File: config.mk
export PLATFORM = sky130hd
export DESIGN_NAME = top_k_farthest_from_origin_unit
export DESIGN_NICKNAME = d
export VERILOG_FILES = /design/src/hw/rtl/tkf_pkg.sv /design/src/hw/rtl/tkf_dist.sv /design/src/hw/rtl/tkf_cell.sv /design/src/hw/rtl/top_k_farthest_from_origin_unit.sv
export VERILOG_INCLUDE_DIRS = /design/src /design/src/hw/rtl
export SDC_FILE = /design/constraint.sdc
export NUM_CORES = 2
export LEC_CHECK = 0
export BUFFER_PORTS_ARGS = -buffer_cell sky130_fd_sc_hd__buf_4
export CAP_MARGIN = 40
export CORE_MARGIN = 4
export CORE_UTILIZATION = 35
export CTS_BUF_LIST = sky130_fd_sc_hd__clkbuf_16
export DETAILED_ROUTE_END_ITERATION = 16
export HOLD_SLACK_MARGIN = 0.05
export PLACE_DENSITY = 0.48
export SLEW_MARGIN = 30
export SYNTH_ARGS = -nofsm -noshare
export SYNTH_HDL_FRONTEND = slang
export SYNTH_SLANG_ARGS = --single-unit
File: constraint.sdc
create_clock -name clock -period 11.2 [get_ports clock]
set_input_delay 2.24 -clock clock [delete_from_list [all_inputs] [get_ports clock]]
set_output_delay 2.24 -clock clock [all_outputs]
set_load 0.05 [all_outputs]
File: src/hw/rtl/top_k_farthest_from_origin_unit_macros.svh
// Assertion macros shared by the farthest-point selection RTL.
`ifndef TOP_K_FARTHEST_FROM_ORIGIN_UNIT_MACROS_SVH
`define TOP_K_FARTHEST_FROM_ORIGIN_UNIT_MACROS_SVH

// The consequent must hold in the same cycle as the antecedent.
`define TKF_ASSERT_SAME(label, clk, rst, ante, cons, msg) \
   label: assert property (@(posedge clk) disable iff (rst) (ante) |-> (cons)) \
      else $error(msg);

// The consequent must hold in the cycle after the antecedent.
`define TKF_ASSERT_NEXT(label, clk, rst, ante, cons, msg) \
   label: assert property (@(posedge clk) disable iff (rst) (ante) |=> (cons)) \
      else $error(msg);

`endif

File: src/hw/rtl/tkf_pkg.sv
// Package with the types and constants of the farthest-point selection block.
package tkf_pkg;

   localparam int KEEP_COUNT_DEF = 10;
   localparam int COORD_W        = 11;
   localparam int DIST_W         = 23;
   localparam int RANK_W         = 4;
   localparam int REQ_TDATA_W    = 24;
   localparam int RSP_TDATA_W    = 56;

   localparam logic [COORD_W-1:0] COORD_LIMIT = 11'd2000;

   typedef struct packed {
      logic              vld;
      logic [DIST_W-1:0]  dist_sq;
      logic [COORD_W-1:0] y;
      logic [COORD_W-1:0] x;
   } slot_type;

   typedef struct packed {
      logic     vld;
      logic     last;
      slot_type pnt;
   } point_type;

   typedef struct packed {
      logic ins;
      logic drain;
   } cell_ctl_type;

endpackage

File: src/hw/rtl/tkf_dist.sv
// Input stage that clamps an out-of-range point to the origin and registers its squared distance.
module tkf_dist
   import tkf_pkg::*;
(
   input  logic               clock,
   input  logic               reset,
   input  logic               take,
   input  logic [COORD_W-1:0] x_coord,
   input  logic [COORD_W-1:0] y_coord,
   input  logic               last_point,
   output point_type          pt
);

   logic               far;
   logic [COORD_W-1:0] x_c;
   logic [COORD_W-1:0] y_c;
   logic [DIST_W-1:0]  xx;
   logic [DIST_W-1:0]  yy;
   logic               vld_ff;
   logic               vld_in;
   point_type          pt_ff;
   point_type          pt_in;

   assign far = (x_coord > COORD_LIMIT) || (y_coord > COORD_LIMIT);
   assign x_c = far ? '0 : x_coord;
   assign y_c = far ? '0 : y_coord;
   assign xx  = DIST_W'(x_c) * DIST_W'(x_c);
   assign yy  = DIST_W'(y_c) * DIST_W'(y_c);

   always_comb begin
      vld_in       = take;
      pt_in        = pt_ff;
      if (take) begin
         pt_in.last        = last_point;
         pt_in.pnt.x       = x_c;
         pt_in.pnt.y       = y_c;
         pt_in.pnt.dist_sq = DIST_W'(xx + yy);
         pt_in.pnt.vld     = 1'b1;
      end
   end

   always_ff @(posedge clock) begin
      if (reset) begin
         vld_ff <= 1'b0;
      end else begin
         vld_ff <= vld_in;
      end
      pt_ff <= pt_in;
   end

   always_comb begin
      pt     = pt_ff;
      pt.vld = vld_ff;
   end

endmodule

File: src/hw/rtl/tkf_cell.sv
// One slot of the sorted store, which inserts, shifts down or drains.
module tkf_cell
   import tkf_pkg::*;
(
   input  logic         clock,
   input  logic         reset,
   input  cell_ctl_type ctl,
   input  slot_type     cand,
   input  slot_type     upper,
   input  logic         upper_le,
   output slot_type     slot,
   output logic         le
);

   slot_type slot_ff;
   slot_type slot_in;

   assign le = (slot_ff.dist_sq <= cand.dist_sq);

   always_comb begin
      slot_in = slot_ff;
      if (ctl.drain) begin
         slot_in = upper;
      end else if (ctl.ins) begin
         if (upper_le) begin
            slot_in = upper;
         end else if (le) begin
            slot_in = cand;
         end
      end
   end

   always_ff @(posedge clock) begin
      if (reset) begin
         slot_ff <= '0;
      end else begin
         slot_ff <= slot_in;
      end
   end

   assign slot = slot_ff;

endmodule

File: src/hw/rtl/top_k_farthest_from_origin_unit.sv
// Top level of the block that keeps the points farthest from the origin.
//
// Points arrive on the req_ channel, one per transaction, with req_tlast on the
// final point of a set. A point with a coordinate above 2000 counts as the origin.
// Each point's squared distance is registered in the input stage and then placed in
// a row of KEEP_COUNT cells sorted ascending, so points are taken one per cycle
// while req_tready is high. When the final point has been placed, the row drains
// toward cell 0 and one transaction per slot leaves on the rsp_ channel, smallest
// first, the last with rsp_tlast. The first slot is offered once the final point is
// registered, the state has turned to drain and the slot is in the output register.
// req_tready is low from the acceptance of the final point until the last slot has
// been loaded into the output register. Draining feeds empty slots in at the top, so
// the store is empty again afterwards. A stall on rsp_tready holds the output
// register and pauses the drain. Reset empties the store and the output register.
module top_k_farthest_from_origin_unit
   import tkf_pkg::*;
#(
   parameter int KEEP_COUNT = KEEP_COUNT_DEF
)
(
   input  logic                   clock,
   input  logic                   reset,
   input  logic                   req_tvalid,
   output logic                   req_tready,
   // x_coord [10:0], y_coord [21:11], zero [23:22].
   input  logic [REQ_TDATA_W-1:0] req_tdata,
   input  logic                   req_tlast,
   output logic                   rsp_tvalid,
   input  logic                   rsp_tready,
   // out_x [10:0], out_y [21:11], out_dist_sq [44:22], slot_rank [48:45], zero [55:49].
   output logic [RSP_TDATA_W-1:0] rsp_tdata,
   // slot_valid [0].
   output logic                   rsp_tuser,
   output logic                   rsp_tlast
);

`include "top_k_farthest_from_origin_unit_macros.svh"

   localparam int CNT_W = (KEEP_COUNT > 1) ? $clog2(KEEP_COUNT) : 1;
   localparam logic [CNT_W-1:0] CNT_END = CNT_W'(KEEP_COUNT - 1);

   typedef enum logic [1:0] {
      ST_RUN   = 2'b01,
      ST_DRAIN = 2'b10
   } state_type;

   state_type        state_ff;
   state_type        state_in;
   logic [CNT_W-1:0] cnt_ff;
   logic [CNT_W-1:0] cnt_in;
   logic             take;
   logic             drain_go;
   point_type        pt;
   cell_ctl_type     ctl;
   slot_type         slots [0:KEEP_COUNT];
   logic [KEEP_COUNT:0] les;

   logic              rsp_vld_ff;
   logic              rsp_vld_in;
   slot_type          rsp_slot_ff;
   slot_type          rsp_slot_in;
   logic [RANK_W-1:0] rsp_rank_ff;
   logic [RANK_W-1:0] rsp_rank_in;
   logic              rsp_end_ff;
   logic              rsp_end_in;

   assign req_tready = (state_ff == ST_RUN) && !(pt.vld && pt.last);
   assign take       = req_tvalid && req_tready;

   tkf_dist u_dist (
      .clock      (clock),
      .reset      (reset),
      .take       (take),
      .x_coord    (req_tdata[COORD_W-1:0]),
      .y_coord    (req_tdata[2*COORD_W-1:COORD_W]),
      .last_point (req_tlast),
      .pt         (pt)
   );

   assign drain_go  = (state_ff == ST_DRAIN) && (!rsp_vld_ff || rsp_tready);
   assign ctl.drain = drain_go;
   assign ctl.ins   = pt.vld && (pt.pnt.dist_sq > slots[0].dist_sq);

   assign slots[KEEP_COUNT] = '0;
   assign les[KEEP_COUNT]   = 1'b0;

   for (genvar i = 0; i < KEEP_COUNT; i++) begin : g_cell
      tkf_cell u_cell (
         .clock    (clock),
         .reset    (reset),
         .ctl      (ctl),
         .cand     (pt.pnt),
         .upper    (slots[i+1]),
         .upper_le (les[i+1]),
         .slot     (slots[i]),
         .le       (les[i])
      );
   end

   always_comb begin
      state_in = state_ff;
      cnt_in   = cnt_ff;
      unique case (state_ff)
         ST_RUN: begin
            if (pt.vld && pt.last) begin
               state_in = ST_DRAIN;
               cnt_in   = '0;
            end
         end
         ST_DRAIN: begin
            if (drain_go) begin
               cnt_in = cnt_ff + 1'b1;
               if (cnt_ff == CNT_END) begin
                  state_in = ST_RUN;
               end
            end
         end
         default: begin
            state_in = ST_RUN;
         end
      endcase
   end

   always_comb begin
      rsp_vld_in  = rsp_vld_ff;
      rsp_slot_in = rsp_slot_ff;
      rsp_rank_in = rsp_rank_ff;
      rsp_end_in  = rsp_end_ff;
      if (drain_go) begin
         rsp_vld_in  = 1'b1;
         rsp_slot_in = slots[0];
         rsp_rank_in = RANK_W'(cnt_ff);
         rsp_end_in  = (cnt_ff == CNT_END);
      end else if (rsp_tready) begin
         rsp_vld_in = 1'b0;
      end
   end

   always_ff @(posedge clock) begin
      if (reset) begin
         state_ff   <= ST_RUN;
         cnt_ff     <= '0;
         rsp_vld_ff <= 1'b0;
      end else begin
         state_ff   <= state_in;
         cnt_ff     <= cnt_in;
         rsp_vld_ff <= rsp_vld_in;
      end
      rsp_slot_ff <= rsp_slot_in;
      rsp_rank_ff <= rsp_rank_in;
      rsp_end_ff  <= rsp_end_in;
   end

   assign rsp_tvalid = rsp_vld_ff;
   assign rsp_tdata  = {7'd0, rsp_rank_ff, rsp_slot_ff.dist_sq, rsp_slot_ff.y, rsp_slot_ff.x};
   assign rsp_tuser  = rsp_slot_ff.vld;
   assign rsp_tlast  = rsp_end_ff;

   `TKF_ASSERT_NEXT(a_last_starts_drain, clock, reset, pt.vld && pt.last,
      state_ff == ST_DRAIN, "Final point did not start the drain.")
   `TKF_ASSERT_SAME(a_drain_input_empty, clock, reset, state_ff == ST_DRAIN,
      !pt.vld, "Input stage holds a point during the drain.")
   `TKF_ASSERT_NEXT(a_drain_clears_top, clock, reset, drain_go && (cnt_ff == CNT_END),
      !slots[KEEP_COUNT-1].vld && (state_ff == ST_RUN), "Store not empty after the drain.")
   `TKF_ASSERT_SAME(a_end_rank, clock, reset, rsp_vld_ff && rsp_end_ff,
      rsp_rank_ff == RANK_W'(KEEP_COUNT - 1), "Final slot carries the wrong rank.")

endmodule
Word-level counts from Yosys, hierarchy flattened

Cells that the tools add are included.

Add/subtract/negate cells: 2
Multipliers: 2
Order comparisons: 13
Eq/ne operators: 6
Mux-type cells: 47
Reductions and logical operators: 34

Operator list:

| operator             | count |
|---|---|
| $mux 46              | 36 |
| $le 23x23->1         | 10 |
| $mul 11x11->22       | 2 |
| $reduce_bool 3->1    | 9 |
| $add 22x22->23       | 1 |
| $gt 23x23->1         | 1 |
| $gt 11x11->1 const B | 2 |
| $mux 11              | 2 |
| $reduce_and 2->1     | 10 |
| $mux 4               | 2 |
| $pmux 4 s2           | 1 |
| $mux 2               | 3 |
| $reduce_and 3->1     | 2 |
| $reduce_bool 2->1    | 3 |
| $logic_and 1x1->1    | 5 |
| $add 4x1->4 const B  | 1 |
| $eq 4x4->1 const B   | 1 |
| $ne 2x1->1 const B   | 2 |
| $pmux 2 s2           | 1 |
| $eq 2x1->1 const B   | 1 |
| $eq 2x2->1 const B   | 1 |
| $logic_not 1->1      | 2 |
| $logic_or 1x1->1     | 2 |
| $mux 1               | 2 |
| other kinds (2)      | 2 |

Bits in registers: 565
Input bits: 29
Output and inout port bits: 60
Word-level logic and storage cells: 158

Depth between registers and ports, before layout

Depth in word-level cells: 5
Depth in mapped cells: 28
Depth with buffers taken out: 25

By module

Synthesis repeated with hierarchy kept, for this count alone.

Cells, all modules: 4488
Area, all modules: 43481.7 um^2

Modules (own cells, without submodules):

| module                          | times used | cells an instance | area an instance (um^2) | seq. area each (um^2) |
|---|---|---|---|---|
| tkf_cell                        | 10         | 348               | 3253.1                  | 920.9 |
| tkf_dist                        | 1          | 833               | 8454.4                  | 1401.3 |
| top_k_farthest_from_origin_unit | 1          | 175               | 2496.1                  | 1671.6 |

Worst setup path before layout

OpenSTA, ideal clock, no wires.

Path kind: input to register
From: in req_tdata[3]
To: reg u_dist.pt_ff (netlist bit u_dist.pt[43]), data pin
Library setup time: 0.265 ns
Data arrival time: 8.988 ns
Data required time: 10.935 ns
Path slack: 1.947 ns
Stages: 25
Buffers on the path: 2
Cells stage by stage: or4_1 a21oi_1 o31a_1 clkbuf_1 and2_1 clkbuf_1 nand2_1 fa_1 inv_1 fa_1 inv_1 fa_1 inv_1 fa_1 fa_1 fa_1 fa_1 ha_1 and2_1 a221o_1 a22oi_1 and3b_1 o21a_1 o21ai_0 xor2_1

Word-level cells in the longest chain between the ends: 5
Elaborated cells between the ends (all ways): 7
Classes of those cells: 1 x add/sub; 2 x mul; 1 x order compare; 2 x mux; 1 x reduce/logical

Ends and longest elaborated chain:

| item                   | line                                  | text |
|---|---|---|
| start: declaration     | top_k_farthest_from_origin_unit.sv:26 | `input logic [REQ_TDATA_W-1:0] req_tdata,` |
| $gt 11x11->1           | tkf_dist.sv:24                        | `assign far = (x_coord > COORD_LIMIT) \|\| (y_coord > COORD_LIMIT);` |
| $logic_or 1x1->1       | tkf_dist.sv:24                        |  |
| $mux 11 (*)            | tkf_dist.sv:25                        | `assign x_c = far ? '0 : x_coord;` |
| net u_dist.x_c[3]      | tkf_dist.sv:15                        | `logic [COORD_W-1:0] x_c;` |
| $mul 11x11->22 (*)     | tkf_dist.sv:27                        | `assign xx = DIST_W'(x_c) * DIST_W'(x_c);` |
| $add 22x22->23 (*)     | tkf_dist.sv:37                        | `pt_in.pnt.dist_sq = DIST_W'(xx + yy);` |
| end signal: assignment | tkf_dist.sv:48                        | `pt_ff <= pt_in;` |
| end: declaration       | tkf_dist.sv:21                        | `point_type pt_ff;` |

The timed path passes the listed nets; every way through them passes the cells marked *.
A chain may end at the register's enable or synchronous reset.

Worst setup path after layout

From: in req_tdata[2]
To: reg u_dist.pt_ff (netlist bit u_dist.pt[43]), data pin

Word-level cells in the longest chain between the ends: 5
Elaborated cells between the ends (all ways): 7
Classes of those cells: 1 x add/sub; 2 x mul; 1 x order compare; 2 x mux; 1 x reduce/logical

Ends and longest elaborated chain:

| item              | line |
|---|---|
| $gt 11x11->1      | tkf_dist.sv:24 |
| $logic_or 1x1->1  | tkf_dist.sv:24 |
| $mux 11           | tkf_dist.sv:25 |
| net u_dist.x_c[9] | tkf_dist.sv:15 |
| $mul 11x11->22    | tkf_dist.sv:27 |
| $add 22x22->23    | tkf_dist.sv:37 |

The timed path passes the listed nets, and every way through them passes these cells.

==> out/metrics.yaml <==
die-height_um: 330.3
port_buffers: 79
grt_overflow_total: 0
rsz0062_at_grt: "no"
dr.pass1.iters: 5
hp-class: "reg -> reg"
preCtsSetupSlack_ps: 1180
drc: 0
syn_area_um2: 36350
area_growth_pct: 10.83
worstPathMaxFanout: 30
coreArea_um2: 102500
rr_worst_depth: 13
critical_path_arrival_ps: 9750
fin_skew_ps: 21.74
critPathMostFrequentCell: "fa_1"
initial_core_util: 0.3547
yosysUniqueCellTypes: 69
nets: 4142
hpwl_mm: 70.05
avgSynthCellArea_um2: 9.758
p_leak_nw: 18.16
timing.hold.ws_ps: 427.3
slowest_delay_ps: 600
ys_ff_latch: 565
maxCapViolCount: 0
cts_root_buffer: "clkbuf_16"
seq_area_frac_synth: 0.3379
place_congestion: 0.8088
drt_iter0_markers: 1537
hold_end: "rsp_tdata[16]$_DFFE_PP_"
cts_tree: "done"
clk_latency_ps: 650
r2r_slack_ps: 6270
htreeDepth: 2
status: "complete, no violations"
r2r-end: "g_cell[1].u_cell.slot[23]$_SDFFE_PP0P_"
setup_tns_ps: 0
crit_type: "in -> reg"
vias_per_cell: 5.307
synthTopCellsByArea: "dfxtp_1 26%, mux2i_1 11%, ha_1 11%, fa_1 9.0%, edfxtp_1 8.0%"
clkSlewWorstSetupHoldPaths_ps: 60
layout.cells.non_filler: 5049
numCtsBuffers: 61
wirelength_mm: 95.58
fmax_ghz: 0.1069
critPathLaunchType: "input pin"
antenna_found_initial: 0
layout-drive-gt1-share: 0.08288
grt_max_degree: 94
post_cts_resized: 0
die_w_um: 330.3
postCtsSetupBuffers: 0
setup_viol: 0
grt_pass1_wl_mm: 156.6
regArea_um2: 12280
max_slew.worst_pin.slew_ps: 854.5
fillerInstances: 10242
num_vias: 26797
power_density_nw_per_um2: 273.6
placementRows: 117
async_reset_ff_frac: 0
yosys_warnings: 0
slew_headroom: 0.4303
drv_slew: 0
hold_violations: 0
period_share: 0.8354
grt_util_all_layers: 0.1749
synth_top_cell_by_area: "dfxtp_1"
peakVddDrop_mv: 0.3922
cts.sinks: 565
r2r-start: "u_dist.pt[32]$_DFFE_PP_"
syn_inst: 3725
die_area_um2: 109100
grt_pass1_vias: 27359
slowest_stage: "fa_1"
cp.required_ps: 11600
multi_input_area_um2: 21840
synth_top_flop_cell: "dfxtp_1"
clk_path_buf_depth: 3
ios: 89
synth_edf_count: 97
power_mw: 11.02
period_minus_slack_ps: 9356
synth_top_area_frac: 0.2577
min_path_cells: 0
holdBufCountCts: 0
wire_per_inst_um: 18.93
dp_cells: 4928
drtAntennaViolNets: 0
end_kind: "flop"
hold_start: "g_cell[0].u_cell.slot[16]$_SDFFE_PP0P_"
worst_slack_ps: 1844
==> critical path: cells and delay by family <==
kind | cells | cell delay, ps
buffers and inverters | 5 | 710
AND/OR/NAND/NOR | 5 | 1410
AO/OA/AOI/OAI | 6 | 1300
XOR/XNOR | 1 | 150
adder cells (fa/ha/maj) | 8 | 3920
==> metal layers <==
metal | track usage | part of all wire
met2 | 0.2808 | 0.45
met4 | 0.03659 | 0.018
met1 | 0.2557 | 0.50
met5 | 0 | 0
met3 | 0.01680 | 0.031
==> worst max path at each step <==
stage	from	endpoint	slack, ps	cells after the start
2_1_floorplan	req_tdata[3]	u_dist.pt[43]$_DFFE_PP_	1950	25
3_3_place_gp	req_tdata[2]	u_dist.pt[43]$_DFFE_PP_	1170	25
3_5_place_dp	req_tdata[2]	u_dist.pt[43]$_DFFE_PP_	1180	25
4_1_cts	req_tdata[2]	u_dist.pt[43]$_DFFE_PP_	1890	25
5_1_grt	req_tdata[2]	u_dist.pt[43]$_DFFE_PP_	1500	25
6_report	req_tdata[2]	u_dist.pt[43]$_DFFE_PP_	1840	25
==> cell usage after synthesis (all sizes together), types with 25 or more instances <==
| cell type | number |
|---|---|
| a2111oi | 112 |
| a211oi | 199 |
| a21oi | 253 |
| and2 | 32 |
| and3 | 74 |
| buf | 100 |
| clkbuf | 228 |
| dfxtp | 468 |
| edfxtp | 97 |
| fa | 164 |
| ha | 322 |
| inv | 284 |
| mux2i | 406 |
| nand2 | 100 |
| nand3 | 66 |
| nand4 | 33 |
| nor2 | 256 |
| nor3 | 35 |
| nor4 | 116 |
| o2111ai | 26 |
| o211a | 25 |
| o21ai | 67 |
| o2bb2ai | 90 |
==> registers in the layout (all words and copies together) (netlist names) <==
register	cells
rsp_tvalid	1
g_cell.u_cell.slot	460
u_dist.vld_ff	1
u_dist.pt	46
rsp_tlast	1
rsp_tuser	1
state_ff	2
cnt_ff	4
rsp_rank_ff	4
rsp_tdata	45
==> logic make-up after synthesis <==
group / synth area share
AO/OA/AOI/OAI: 0.1697
XOR/XNOR: 0.005783
adder cells (fa/ha/maj): 0.2012
buffers and inverters: 0.06640
flip-flops: 0.3379
multiplexers: 0.1118
other: 0.0001032
AND/OR/NAND/NOR: 0.1072
==> power breakdown <==
group	internal, mW	switching, mW	total, mW	leakage [nW]
logic	2.53	3.78	6.30	12.4
clock network	1.13	0.868	2.00	1.02
registers	2.53	0.189	2.72	4.75
==> through the flow <==
stage               utilization  instance area [µm²]
floorplan                     -                36370
global placement         0.3709                38010
detailed placement       0.3729                38220
CTS                      0.3922                40190
global route             0.3931                40280
finish                   0.3931                40280
==> cells in the final DEF, fill, tap and decap left out, types with 9 or more instances in the layout <==
| master | Yosys | routed |
|---|---|---|
| dfxtp_1 | 468 | 468 |
| mux2i_1 | 406 | 406 |
| ha_1 | 322 | 322 |
| inv_1 | 282 | 297 |
| nor2_1 | 256 | 253 |
| a21oi_1 | 253 | 252 |
| a211oi_1 | 199 | 198 |
| fa_1 | 164 | 164 |
| buf_4 | 7 | 147 |
| nor4_1 | 115 | 115 |
| edfxtp_1 | 97 | 97 |
| nand2_1 | 100 | 96 |
| a2111oi_0 | 90 | 90 |
| o2bb2ai_1 | 90 | 90 |
| and3_1 | 74 | 73 |
| o21ai_0 | 67 | 64 |
| clkbuf_16 | 0 | 63 |
| nand3_1 | 66 | 62 |
| nor3_1 | 35 | 34 |
| nand4_1 | 33 | 33 |
| and2_1 | 31 | 27 |
| o2111ai_1 | 26 | 26 |
| o211a_1 | 25 | 25 |
| a2111oi_2 | 16 | 16 |
| xnor2_1 | 15 | 15 |
| and4_1 | 16 | 15 |
| nor2b_1 | 14 | 14 |
| a21o_1 | 14 | 14 |
| clkinv_2 | 0 | 13 |
| clkinv_1 | 0 | 12 |
| nand3b_1 | 11 | 11 |
| a221oi_1 | 10 | 10 |
| xor2_1 | 9 | 9 |
| buf_12 | 0 | 9 |
==> final cells by class <==
cell class / count / share of cell area
Timing Repair Buffer: 161 / 0.03497
Inverter: 284 / 0.02646
Sequential cell: 565 / 0.3049
Tap cell: 1368 / 0.04249
Clock buffer: 63 / 0.03913
Multi-Input combinational cell: 2554 / 0.5422
Clock inverter: 53 / 0.009815
Antenna cell: 1 / 0.00006212
(Power assumes the default switching activity.)
